==> config.mk <==
export PLATFORM = sky130hd
export DESIGN_NAME = traffic_light_ped_controller_top
export DESIGN_NICKNAME = d
export VERILOG_FILES = /design/src/tlpc_pkg.sv /design/src/tlpc_cfg_regs.sv /design/src/tlpc_phase_ctrl.sv /design/src/traffic_light_ped_controller_top.sv
export SDC_FILE = /design/constraint.sdc
export NUM_CORES = 1
export LEC_CHECK = 0
export BUFFER_PORTS_ARGS = -buffer_cell sky130_fd_sc_hd__buf_2
export CAP_MARGIN = 20
export CORE_ASPECT_RATIO = 0.75
export CORE_MARGIN = 2
export CORE_UTILIZATION = 45
export CTS_CLUSTER_SIZE = 12
export DETAILED_ROUTE_END_ITERATION = 8
export HOLD_SLACK_MARGIN = 0.05
export PLACE_DENSITY = 0.7
export SLEW_MARGIN = 20
export SYNTH_ARGS = -nofsm -noshare
export SYNTH_HDL_FRONTEND = slang
export SYNTH_SLANG_ARGS = --single-unit
==> constraint.sdc <==
create_clock -name aclk -period 5.2 [get_ports aclk]
set_input_delay 0.52 -clock aclk [delete_from_list [all_inputs] [get_ports aclk]]
set_output_delay 0.52 -clock aclk [all_outputs]
set_load 0.02 [all_outputs]
==> src/tlpc_pkg.sv <==
// ----------------------------------------------------------------------------
// tlpc_pkg
// Shared types, phase codes, lamp patterns and register map for the traffic
// light controller with pedestrian button.
// ----------------------------------------------------------------------------
package tlpc_pkg;

    localparam int TIMER_BITS   = 16;
    localparam int FLASH_GROUPS = 10;
    localparam int FLASH_W      = 5;
    localparam int DUR_W        = 16;
    localparam int LAMP_W       = 8;
    localparam int APB_AW       = 5;
    localparam int APB_DW       = 32;

    typedef enum logic [3:0] {
        PH_ALL_RED    = 4'd0,
        PH_NS_GREEN   = 4'd1,
        PH_NS_YELLOW  = 4'd2,
        PH_NS_CLEAR   = 4'd3,
        PH_EW_GREEN   = 4'd4,
        PH_EW_YELLOW  = 4'd5,
        PH_EW_CLEAR   = 4'd6,
        PH_WALK       = 4'd7,
        PH_FLASH_ON_A = 4'd8,
        PH_FLASH_OFF  = 4'd9,
        PH_FLASH_ON_B = 4'd10
    } phase_t;

    typedef enum logic [2:0] {
        REG_ALL_RED = 3'd0,
        REG_GREEN   = 3'd1,
        REG_YELLOW  = 3'd2,
        REG_CLEAR   = 3'd3,
        REG_WALK    = 3'd4,
        REG_FLASH   = 3'd5
    } reg_idx_t;

    typedef struct packed {
        logic [DUR_W-1:0] all_red_ticks;
        logic [DUR_W-1:0] green_ticks;
        logic [DUR_W-1:0] yellow_ticks;
        logic [DUR_W-1:0] clear_ticks;
        logic [DUR_W-1:0] walk_ticks;
        logic [DUR_W-1:0] flash_ticks;
    } cfg_t;

    typedef logic [LAMP_W-1:0] lamp_t;

    // lamp bit positions
    localparam int L_NSG = 0;
    localparam int L_NSY = 1;
    localparam int L_NSR = 2;
    localparam int L_EWG = 3;
    localparam int L_EWY = 4;
    localparam int L_EWR = 5;
    localparam int L_WG  = 6;
    localparam int L_WR  = 7;

    localparam lamp_t LAMPS_ALL_RED   = 8'b1010_0100;
    localparam lamp_t LAMPS_WALK      = 8'b0110_0100;
    localparam lamp_t LAMPS_NS_GREEN  = 8'b1010_0001;
    localparam lamp_t LAMPS_NS_YELLOW = 8'b1010_0010;
    localparam lamp_t LAMPS_EW_GREEN  = 8'b1000_1100;
    localparam lamp_t LAMPS_EW_YELLOW = 8'b1001_0100;

    function automatic logic [DUR_W-1:0] duration_of(input phase_t ph, input cfg_t cfg);
        logic [DUR_W-1:0] d;
        d = cfg.flash_ticks;
        unique case (ph)
            PH_ALL_RED:                d = cfg.all_red_ticks;
            PH_NS_GREEN, PH_EW_GREEN:  d = cfg.green_ticks;
            PH_NS_YELLOW, PH_EW_YELLOW: d = cfg.yellow_ticks;
            PH_NS_CLEAR, PH_EW_CLEAR:  d = cfg.clear_ticks;
            PH_WALK:                   d = cfg.walk_ticks;
            default:                   d = cfg.flash_ticks;
        endcase
        return d;
    endfunction

endpackage

==> src/tlpc_cfg_regs.sv <==
// ----------------------------------------------------------------------------
// tlpc_cfg_regs
// APB register file holding the six interval durations.
// ----------------------------------------------------------------------------
module tlpc_cfg_regs (
    input  logic                        aclk,
    input  logic                        aresetn,
    input  logic                        psel,
    input  logic                        penable,
    input  logic                        pwrite,
    input  logic [tlpc_pkg::APB_AW-1:0] paddr,
    input  logic [tlpc_pkg::APB_DW-1:0] pwdata,
    output logic [tlpc_pkg::APB_DW-1:0] prdata,
    output logic                        pready,
    output tlpc_pkg::cfg_t              cfg
);
    import tlpc_pkg::*;

    cfg_t     cfg_reg;
    reg_idx_t idx;
    logic     wr_en;

    assign idx    = reg_idx_t'(paddr[APB_AW-1:2]);
    assign wr_en  = psel && penable && pwrite;
    assign pready = 1'b1;
    assign cfg    = cfg_reg;

    always_ff @(posedge aclk) begin
        if (!aresetn) begin
            cfg_reg.all_red_ticks <= 16'd10;
            cfg_reg.green_ticks   <= 16'd20;
            cfg_reg.yellow_ticks  <= 16'd3;
            cfg_reg.clear_ticks   <= 16'd5;
            cfg_reg.walk_ticks    <= 16'd15;
            cfg_reg.flash_ticks   <= 16'd1;
        end else if (wr_en) begin
            case (idx)
                REG_ALL_RED: cfg_reg.all_red_ticks <= pwdata[DUR_W-1:0];
                REG_GREEN:   cfg_reg.green_ticks   <= pwdata[DUR_W-1:0];
                REG_YELLOW:  cfg_reg.yellow_ticks  <= pwdata[DUR_W-1:0];
                REG_CLEAR:   cfg_reg.clear_ticks   <= pwdata[DUR_W-1:0];
                REG_WALK:    cfg_reg.walk_ticks    <= pwdata[DUR_W-1:0];
                REG_FLASH:   cfg_reg.flash_ticks   <= pwdata[DUR_W-1:0];
                default: ;
            endcase
        end
    end

    always_comb begin
        prdata = '0;
        case (idx)
            REG_ALL_RED: prdata = APB_DW'(cfg_reg.all_red_ticks);
            REG_GREEN:   prdata = APB_DW'(cfg_reg.green_ticks);
            REG_YELLOW:  prdata = APB_DW'(cfg_reg.yellow_ticks);
            REG_CLEAR:   prdata = APB_DW'(cfg_reg.clear_ticks);
            REG_WALK:    prdata = APB_DW'(cfg_reg.walk_ticks);
            REG_FLASH:   prdata = APB_DW'(cfg_reg.flash_ticks);
            default:     prdata = '0;
        endcase
    end

endmodule

==> src/tlpc_phase_ctrl.sv <==
// ----------------------------------------------------------------------------
// tlpc_phase_ctrl
// Phase sequencer: interval timer, request latch, flash counter and lamps.
// Advances one tick per accepted input beat.
// ----------------------------------------------------------------------------
module tlpc_phase_ctrl (
    input  logic            aclk,
    input  logic            aresetn,
    input  logic            step,
    input  logic            ped_button,
    input  tlpc_pkg::cfg_t  cfg,
    output tlpc_pkg::lamp_t lamps
);
    import tlpc_pkg::*;

    localparam int CMP_W = ((TIMER_BITS > DUR_W) ? TIMER_BITS : DUR_W) + 1;

    phase_t                phase_reg, phase_next;
    phase_t                resume_reg, resume_next;
    logic [TIMER_BITS-1:0] timer_reg, timer_next;
    logic [FLASH_W-1:0]    flash_reg, flash_next;
    logic                  latch_reg, latch_next;
    lamp_t                 lamp_reg, lamp_next;

    logic                  checked;
    logic                  latch_eff;
    logic                  req;
    logic                  ended;
    logic [CMP_W-1:0]      timer_inc;
    logic [CMP_W-1:0]      dur_ext;
    logic [FLASH_W:0]      flash_inc;
    lamp_t                 ybit;

    assign lamps = lamp_reg;

    always_comb begin
        checked   = (phase_reg == PH_ALL_RED) || (phase_reg == PH_NS_GREEN) ||
                    (phase_reg == PH_NS_YELLOW) || (phase_reg == PH_NS_CLEAR) ||
                    (phase_reg == PH_EW_GREEN) || (phase_reg == PH_EW_YELLOW) ||
                    (phase_reg == PH_EW_CLEAR);
        latch_eff = latch_reg || (checked && ped_button);
        req       = checked && latch_eff;
        timer_inc = CMP_W'(timer_reg) + CMP_W'(1);
        dur_ext   = CMP_W'(duration_of(phase_reg, cfg));
        // a zero duration compares as already reached
        ended     = (timer_inc >= dur_ext) || (&timer_reg);
        flash_inc = (FLASH_W+1)'(flash_reg) + (FLASH_W+1)'(1);
        ybit      = '0;
        if (resume_reg == PH_EW_GREEN) begin
            ybit[L_EWY] = 1'b1;
        end else begin
            ybit[L_NSY] = 1'b1;
        end

        phase_next  = phase_reg;
        resume_next = resume_reg;
        flash_next  = flash_reg;
        lamp_next   = lamp_reg;
        latch_next  = latch_eff;
        timer_next  = timer_inc[TIMER_BITS-1:0];

        if (ended) begin
            latch_next = 1'b0;
            timer_next = '0;
            unique case (phase_reg)
                PH_ALL_RED, PH_NS_YELLOW, PH_EW_YELLOW, PH_NS_CLEAR, PH_EW_CLEAR: begin
                    if (req) begin
                        resume_next = phase_reg;
                        phase_next  = PH_WALK;
                        lamp_next   = LAMPS_WALK;
                    end else begin
                        unique case (phase_reg)
                            PH_ALL_RED: begin
                                phase_next = PH_NS_GREEN;
                                lamp_next  = LAMPS_NS_GREEN;
                            end
                            PH_NS_YELLOW: begin
                                phase_next       = PH_NS_CLEAR;
                                lamp_next[L_NSY] = 1'b0;
                                lamp_next[L_NSR] = 1'b1;
                            end
                            PH_EW_YELLOW: begin
                                phase_next       = PH_EW_CLEAR;
                                lamp_next[L_EWY] = 1'b0;
                                lamp_next[L_EWR] = 1'b1;
                            end
                            PH_NS_CLEAR: begin
                                phase_next = PH_EW_GREEN;
                                lamp_next  = LAMPS_EW_GREEN;
                            end
                            default: begin
                                phase_next = PH_ALL_RED;
                                lamp_next  = LAMPS_ALL_RED;
                            end
                        endcase
                    end
                end
                PH_NS_GREEN, PH_EW_GREEN: begin
                    if (req) begin
                        resume_next = phase_reg;
                        flash_next  = '0;
                        phase_next  = PH_FLASH_ON_A;
                        lamp_next   = (phase_reg == PH_NS_GREEN) ? LAMPS_NS_YELLOW
                                                                  : LAMPS_EW_YELLOW;
                    end else if (phase_reg == PH_NS_GREEN) begin
                        phase_next = PH_NS_YELLOW;
                        lamp_next  = LAMPS_NS_YELLOW;
                    end else begin
                        phase_next = PH_EW_YELLOW;
                        lamp_next  = LAMPS_EW_YELLOW;
                    end
                end
                PH_WALK: begin
                    phase_next = resume_reg;
                    if (resume_reg == PH_NS_GREEN) begin
                        lamp_next = LAMPS_NS_GREEN;
                    end else if (resume_reg == PH_EW_GREEN) begin
                        lamp_next = LAMPS_EW_GREEN;
                    end else begin
                        // repeated interval keeps the walk's reds
                        lamp_next[L_WG] = 1'b0;
                        lamp_next[L_WR] = 1'b1;
                    end
                end
                PH_FLASH_ON_A: begin
                    phase_next = PH_FLASH_OFF;
                    lamp_next  = lamp_reg & ~ybit;
                end
                PH_FLASH_OFF: begin
                    phase_next = PH_FLASH_ON_B;
                    lamp_next  = lamp_reg | ybit;
                end
                PH_FLASH_ON_B: begin
                    if (flash_inc >= (FLASH_W+1)'(FLASH_GROUPS)) begin
                        flash_next = '0;
                        phase_next = PH_WALK;
                        lamp_next  = LAMPS_WALK;
                    end else begin
                        flash_next = flash_inc[FLASH_W-1:0];
                        phase_next = PH_FLASH_ON_A;
                    end
                end
                default: begin
                    phase_next  = PH_ALL_RED;
                    resume_next = PH_ALL_RED;
                    flash_next  = '0;
                    lamp_next   = LAMPS_ALL_RED;
                end
            endcase
        end
    end

    always_ff @(posedge aclk) begin
        if (!aresetn) begin
            phase_reg  <= PH_ALL_RED;
            resume_reg <= PH_ALL_RED;
            timer_reg  <= '0;
            flash_reg  <= '0;
            latch_reg  <= 1'b0;
            lamp_reg   <= LAMPS_ALL_RED;
        end else if (step) begin
            phase_reg  <= phase_next;
            resume_reg <= resume_next;
            timer_reg  <= timer_next;
            flash_reg  <= flash_next;
            latch_reg  <= latch_next;
            lamp_reg   <= lamp_next;
        end
    end

    a_walk_needs_reds: assert property (@(posedge aclk) disable iff (!aresetn)
        lamp_reg[L_WG] |-> (lamp_reg[L_NSR] && lamp_reg[L_EWR] && !lamp_reg[L_WR]))
        else $error("walk lamp on without both reds");

    a_no_cross_green: assert property (@(posedge aclk) disable iff (!aresetn)
        !(lamp_reg[L_NSG] && lamp_reg[L_EWG]))
        else $error("both roads green");

    a_walk_lamps: assert property (@(posedge aclk) disable iff (!aresetn)
        (phase_reg == PH_WALK) |-> (lamp_reg == LAMPS_WALK))
        else $error("walk phase with wrong lamps");

    a_flash_bound: assert property (@(posedge aclk) disable iff (!aresetn)
        (FLASH_W+1)'(flash_reg) < (FLASH_W+1)'(FLASH_GROUPS))
        else $error("flash group count out of range");

    a_latch_only_when_checked: assert property (@(posedge aclk) disable iff (!aresetn)
        (step && !checked) |=> !latch_reg)
        else $error("request latched outside a timed interval");

endmodule

==> src/traffic_light_ped_controller_top.sv <==
// ----------------------------------------------------------------------------
// traffic_light_ped_controller_top
// Traffic light controller with pedestrian button, one input beat per tick.
// ----------------------------------------------------------------------------
// Each accepted input beat is one time tick: it carries the sampled pedestrian
// button and produces one result beat with the eight lamps shown during that
// tick. A new beat is accepted every cycle in which s_ready is high; the phase
// sequencer updates its timer, request latch and lamps in the same cycle and the
// lamps land in the output register, so throughput is one beat per clock unless
// a low m_ready holds a result; m_valid rises in the cycle after input accept.
// s_ready only drops while a result is held by a low m_ready. Durations are set
// over the APB port and should be written while no ticks are in flight.
module traffic_light_ped_controller_top (
    input  logic                        aclk,
    input  logic                        aresetn,
    input  logic                        s_valid,
    output logic                        s_ready,
    input  logic                        s_ped_button,
    output logic                        m_valid,
    input  logic                        m_ready,
    output logic                        m_ns_go,
    output logic                        m_ns_amber,
    output logic                        m_ns_red,
    output logic                        m_ew_go,
    output logic                        m_ew_amber,
    output logic                        m_ew_red,
    output logic                        m_walk_green,
    output logic                        m_walk_red,
    input  logic                        psel,
    input  logic                        penable,
    input  logic                        pwrite,
    input  logic [tlpc_pkg::APB_AW-1:0] paddr,
    input  logic [tlpc_pkg::APB_DW-1:0] pwdata,
    output logic [tlpc_pkg::APB_DW-1:0] prdata,
    output logic                        pready
);
    import tlpc_pkg::*;

    cfg_t  cfg;
    lamp_t lamps;
    lamp_t out_reg;
    logic  m_valid_reg;
    logic  step;

    assign s_ready = !m_valid_reg || m_ready;
    assign step    = s_valid && s_ready;

    tlpc_cfg_regs u_cfg (
        .aclk    (aclk),
        .aresetn (aresetn),
        .psel    (psel),
        .penable (penable),
        .pwrite  (pwrite),
        .paddr   (paddr),
        .pwdata  (pwdata),
        .prdata  (prdata),
        .pready  (pready),
        .cfg     (cfg)
    );

    tlpc_phase_ctrl u_ctrl (
        .aclk       (aclk),
        .aresetn    (aresetn),
        .step       (step),
        .ped_button (s_ped_button),
        .cfg        (cfg),
        .lamps      (lamps)
    );

    always_ff @(posedge aclk) begin
        if (!aresetn) begin
            m_valid_reg <= 1'b0;
        end else if (step) begin
            m_valid_reg <= 1'b1;
        end else if (m_ready) begin
            m_valid_reg <= 1'b0;
        end
    end

    // lamps shown during this tick, before the sequencer moves on
    always_ff @(posedge aclk) begin
        if (step) begin
            out_reg <= lamps;
        end
    end

    assign m_valid      = m_valid_reg;
    assign m_ns_go      = out_reg[L_NSG];
    assign m_ns_amber   = out_reg[L_NSY];
    assign m_ns_red     = out_reg[L_NSR];
    assign m_ew_go      = out_reg[L_EWG];
    assign m_ew_amber   = out_reg[L_EWY];
    assign m_ew_red     = out_reg[L_EWR];
    assign m_walk_green = out_reg[L_WG];
    assign m_walk_red   = out_reg[L_WR];

endmodule
Word level (Yosys, flattened, before mapping)
Cells that the tools add are included.

storage, ports and cells
  output and inout port bits = 43
  bits in registers = 143
  word-level logic and storage cells = 119

operators by class
  bitwise logic cells = 5
  equal/unequal tests = 24
  magnitude comparators = 2
  multiplexer cells = 30
  add/subtract/negate cells = 2
  reduce and logical (&&, ||, !) cells = 39

operators with widths
  cell                     number
  $pmux W16 S6             1
  $pmux W16 S5             1
  $pmux W8 S6              1
  $pmux W4 S6              1
  $eq A4 B3 Y1 const B     5
  $mux W6                  3
  $add A16 B1 Y17 const B  1
  $ge A17 B16 Y1           1
  $mux W16                 1
  $mux W4                  4
  $mux W8                  2
  $reduce_and A16 Y1       1
  $pmux W5 S3              1
  $reduce_and A5 Y1        3
  $reduce_and A2 Y1        7
  $eq A4 B4 Y1 const B     3
  $pmux W3 S4              1
  $reduce_and A4 Y1        3
  $mux W5                  2
  $logic_or A1 B1 Y1       9
  $ne A3 B2 Y1 const B     3
  $and A8 B8 Y8            1
  $eq A4 B1 Y1 const B     2
  $eq A4 B2 Y1 const B     2
  26 further kinds         43

Depth between registers and ports, before layout
  depth after elaboration = 12
  mapped depth = 17
  mapped depth without buffers = 13

Cells and area by module
From an unflattened synthesis, not the netlist that was laid out.

unflattened totals
  cells, all modules = 935
  area total of the unflattened synthesis = 8,165.3 µm²

by module, submodules not included
  module                            instances  area each (µm²)  cells each
  tlpc_cfg_regs                     1          4,436.8          459
  tlpc_phase_ctrl                   1          3,430.8          463
  traffic_light_ped_controller_top  1          297.8            13

Worst setup path after synthesis
No wires, ideal clock.

  path kind = flip-flop to flip-flop
  from = register u_ctrl.phase_reg[1]
  to = register u_ctrl.lamp_reg[7], in the netlist u_ctrl.lamps[7]
  arrival time = 3.601 ns
  path buffers = 2
  setup time = 0.121 ns
  clock period less this slack = 3.722 ns
  setup slack = 1.478 ns
  required time = 5.079 ns
  cell stages (with the launch flop) = 15
  cells stage by stage = dfxtp_1 clkbuf_1 inv_1 nor3_1 clkbuf_1 a22oi_1 nand3_1 o21ai_0 ha_1 nand3_1 nor4b_1 a211oi_1 o211a_2 or4_4 mux2_4

between the ends
  word-level cells in the longest chain between the ends = 12
  elaborated cells between the ends (all ways) = 32
  those cells by class = order compare (1); eq/ne (12); mux (3); reduce/logical (16)

RTL lines
  element                                                                  RTL line                RTL
  from (decl)                                                              tlpc_phase_ctrl.sv:18   phase_t phase_reg, phase_next;
  from (signal assigned)                                                   tlpc_phase_ctrl.sv:162  phase_reg <= phase_next;
  parallel branches: the longest is 12 deep, another holds $ge A17 B16 Y1  -
  to (signal assigned)                                                     tlpc_phase_ctrl.sv:167  lamp_reg <= lamp_next;
  to (decl)                                                                tlpc_phase_ctrl.sv:23   lamp_t lamp_reg, lamp_next;

Several ways; the timed one is not identified.
A chain may end at the register's enable or synchronous reset.

Worst setup path in the final report
  from = register u_ctrl.phase_reg[1]
  to = register u_ctrl.resume_reg[3]

between the ends
  word-level cells in the longest chain between the ends = 12
  elaborated cells between the ends (all ways) = 32
  those cells by class = order compare (1); eq/ne (11); mux (2); bitwise (1); reduce/logical (17)

RTL lines
  element                                                                  RTL line                RTL
  parallel branches: the longest is 12 deep, another holds $ge A17 B16 Y1  -
  to (signal assigned)                                                     tlpc_phase_ctrl.sv:163  resume_reg <= resume_next;
  to (decl)                                                                tlpc_phase_ctrl.sv:19   phase_t resume_reg, resume_next;

Several ways; the timed one is not identified.

==> impl_metrics.json <==
{
  "antenna_found_initial": 1,
  "cts_tree": "done",
  "synth_edf_count": 8,
  "leakage_nw": 3.12,
  "grt-ovfl-total": 0,
  "hp-class": "primary input to register",
  "cp-end-kind": "register",
  "clkSinkCount": 143,
  "synth-main-ff-cell": "dfxtp_1",
  "ys_seq_area_share_pct": 38.5,
  "grt_pass1_vias": 6846,
  "cts_hold_buffers": 0,
  "grt_max_degree": 58,
  "syn2layout_area_growth_pct": 12.1,
  "vias": 7621,
  "rsz0062_at_grt": "false",
  "coreArea_mm2": 0.0167,
  "first_iter_violations": 917,
  "cts_buffer_depth": 2,
  "crit_arrival_ns": 4.58,
  "setup_viol": 0,
  "powerDensity_mw_per_mm2": 289,
  "dieHeight_um": 117,
  "max_cap_viol_count": 0,
  "top_layer": "met4",
  "via_per_inst": 6.11,
  "relSlewSlack_pct": 30.2,
  "dp_cells": 1215,
  "htree_levels": 4,
  "fin_nets": 1083,
  "finalCriticalPeriod_ns": 4.26,
  "crit_buf_inv": 1,
  "power_mw": 2.48,
  "seq_area_mm2": 0.00294,
  "required_ns": 5.52,
  "dr_wl_met3_um": 2560,
  "wl_met2_um": 10200,
  "async_flop_share_pct": 0,
  "critPathMaxFanout": 18,
  "placed_area_mm2": 0.00800,
  "die_w_um": 155,
  "finalSetupTns_ns": 0,
  "yosysWarnings": 0,
  "start_kind": "register",
  "synth_cells": 1004,
  "r2r_setup_slack_ns": 0.94,
  "vdd.ir_drop.worst_mv": 0.186,
  "period_share_pct": 81.9,
  "mostFrequentLayoutCells": "nand2_1, dfxtp_1, a21oi_1",
  "path_clk_slew_ns": 0.06,
  "met1Wirelength_um": 10200,
  "cpMostUsedCell": "nand2_1",
  "status": "finished, final reports clean",
  "place.port_buffers": 52,
  "routabilityCongestion": 0.954,
  "dp_hpwl_um": 14500,
  "hold_viol_final": 0,
  "finalWirelength_um": 23400,
  "path_cells": "nand2b_1 -> a2bb2oi_1 -> nor2_1 -> buf_4 -> nand2_1 -> nand3_1 -> o21ai_0 -> ha_1 -> nand4_1 -> nor4b_1 -> a211oi_1 -> o211ai_1 -> nand2_1 -> and3_1",
  "grtUsageTotal_pct": 25.9,
  "worst_path_dominant_cell_family": "simple AND/OR/NAND/NOR gates",
  "antenna_left": 0,
  "critPathSlowestCell": "dfxtp_1",
  "avgSynthCellArea_um2": 7.62,
  "slew_violations": 0,
  "synthDistinctLibCells": 64,
  "n_fill_cell": 1605,
  "tightestPinTransition_ns": 1.04,
  "multiInputGateArea_mm2": 0.00432,
  "largest_register_ffs": 96,
  "clkLatencyLatePin_ns": 0.43,
  "postLayoutCellArea_mm2": 0.00857,
  "start_util_pct": 45.7,
  "fin_cells": 1247,
  "drive_gt1_share_pct": 11.9,
  "dr.pass1.iters": 6,
  "post-cts-setup-buffers": 0,
  "num_rows": 41,
  "drc": 0,
  "dpl_worst_slack_ns": 1.01,
  "die_area_mm2": 0.0181,
  "syn-cell-area_mm2": 0.00765,
  "grt_pass1_wl_um": 36600,
  "critical_path_class": "register to register",
  "fmax_mhz": 235,
  "cts_buffers": 17,
  "ys_ff_latch": 143,
  "fin_skew_ns": 0.0134,
  "critPathMaxStageDelay_ns": 0.76,
  "layout_commonest_cell": "nand2_1",
  "root_buffer": "clkbuf_16",
  "wl_per_cell_um": 18.7,
  "layout_setup_ws_ns": 0.940,
  "pin_count": 88,
  "cts_resized": 0
}
[final timing paths]
kind	startpoint	end	cells past startpoint
setup / recovery	u_ctrl.phase_reg[1]	u_ctrl.resume_reg[3]	14
hold reg to reg	u_ctrl.lamps[7]	out_reg[7]	0
setup reg to reg	u_ctrl.phase_reg[1]	u_ctrl.resume_reg[3]	14
hold / removal	s_valid	m_valid	3
[cell families (layout without fill, tap and decap cells)]
logic type,after synthesis,in the layout,synth area share (%)
XOR/XNOR,17,17,1.95
multiplexers,10,10,1.39
flip-flops,143,143,38.5
AND/OR/NAND/NOR,430,430,25.8
AO/OA/AOI/OAI,277,277,23.1
buffers and inverters,106,118,6.12
adder cells (fa/ha/maj),19,19,3.11
other,2,18,0.0982
[tightest hold or removal path: stages]
cell     delay [ns]
buf_2          0.10
inv_1          0.04
a21oi_1        0.05
[cell usage after synthesis, types with 5 or more instances]
master    number  area [µm²]
nand2_1      250         938
dfxtp_1      135        2700
a21oi_1      113         566
nand3_1       78         390
clkbuf_1      68         255
a22oi_1       65         488
o21ai_0       33         165
nor2_1        22        82.6
ha_1          19         238
buf_4         17         128
a221oi_1      16         140
inv_1         13        48.8
nand4_1       11        68.8
xnor2_1       11        96.3
nor3_1        10        50.1
edfxtp_1       8         240
mux2i_1        8        80.1
a31oi_1        7        43.8
and3_1         7        43.8
and2_1         6        37.5
nand2b_1       6        37.5
xor2_1         6        52.6
buf_2          5        25.0
nor4_1         5        31.3
nor4b_1        5        43.8
o31ai_1        5        37.5
[per-stage QoR]
step           hold WS (ns)  utilization [%]
2_1_floorplan         0.400                -
3_3_place_gp          0.418             47.8
3_5_place_dp          0.414             47.8
4_1_cts               0.323             51.2
5_1_grt               0.348             51.3
6_report              0.330             51.3
[layer usage]
metal,up-vias,global-route usage [%]
li1,3605,-
met4,0,8.70
met5,-,0
met2,453,38.7
met3,39,5.89
met1,3524,37.2
[final cells by class]
cell class / count / area share, %
multi-input combinational: 770 / 50.4
sequential: 143 / 34.3
clock buffer: 18 / 5.12
timing repair buffer: 73 / 4.88
tap: 215 / 3.14
clock inverter: 13 / 1.50
inverter: 14 / 0.613
antenna: 1 / 0.0292
[report_power, final]
| part | internal [mW] | switching, mW | leakage [nW] |
|---|---|---|---|
| Clock | 0.679 | 0.515 | 0.284 |
| Sequential | 1.12 | 0.00962 | 1.16 |
| Combinational | 0.0416 | 0.118 | 1.68 |
No activity file was read; power rests on OpenSTA's default activity.
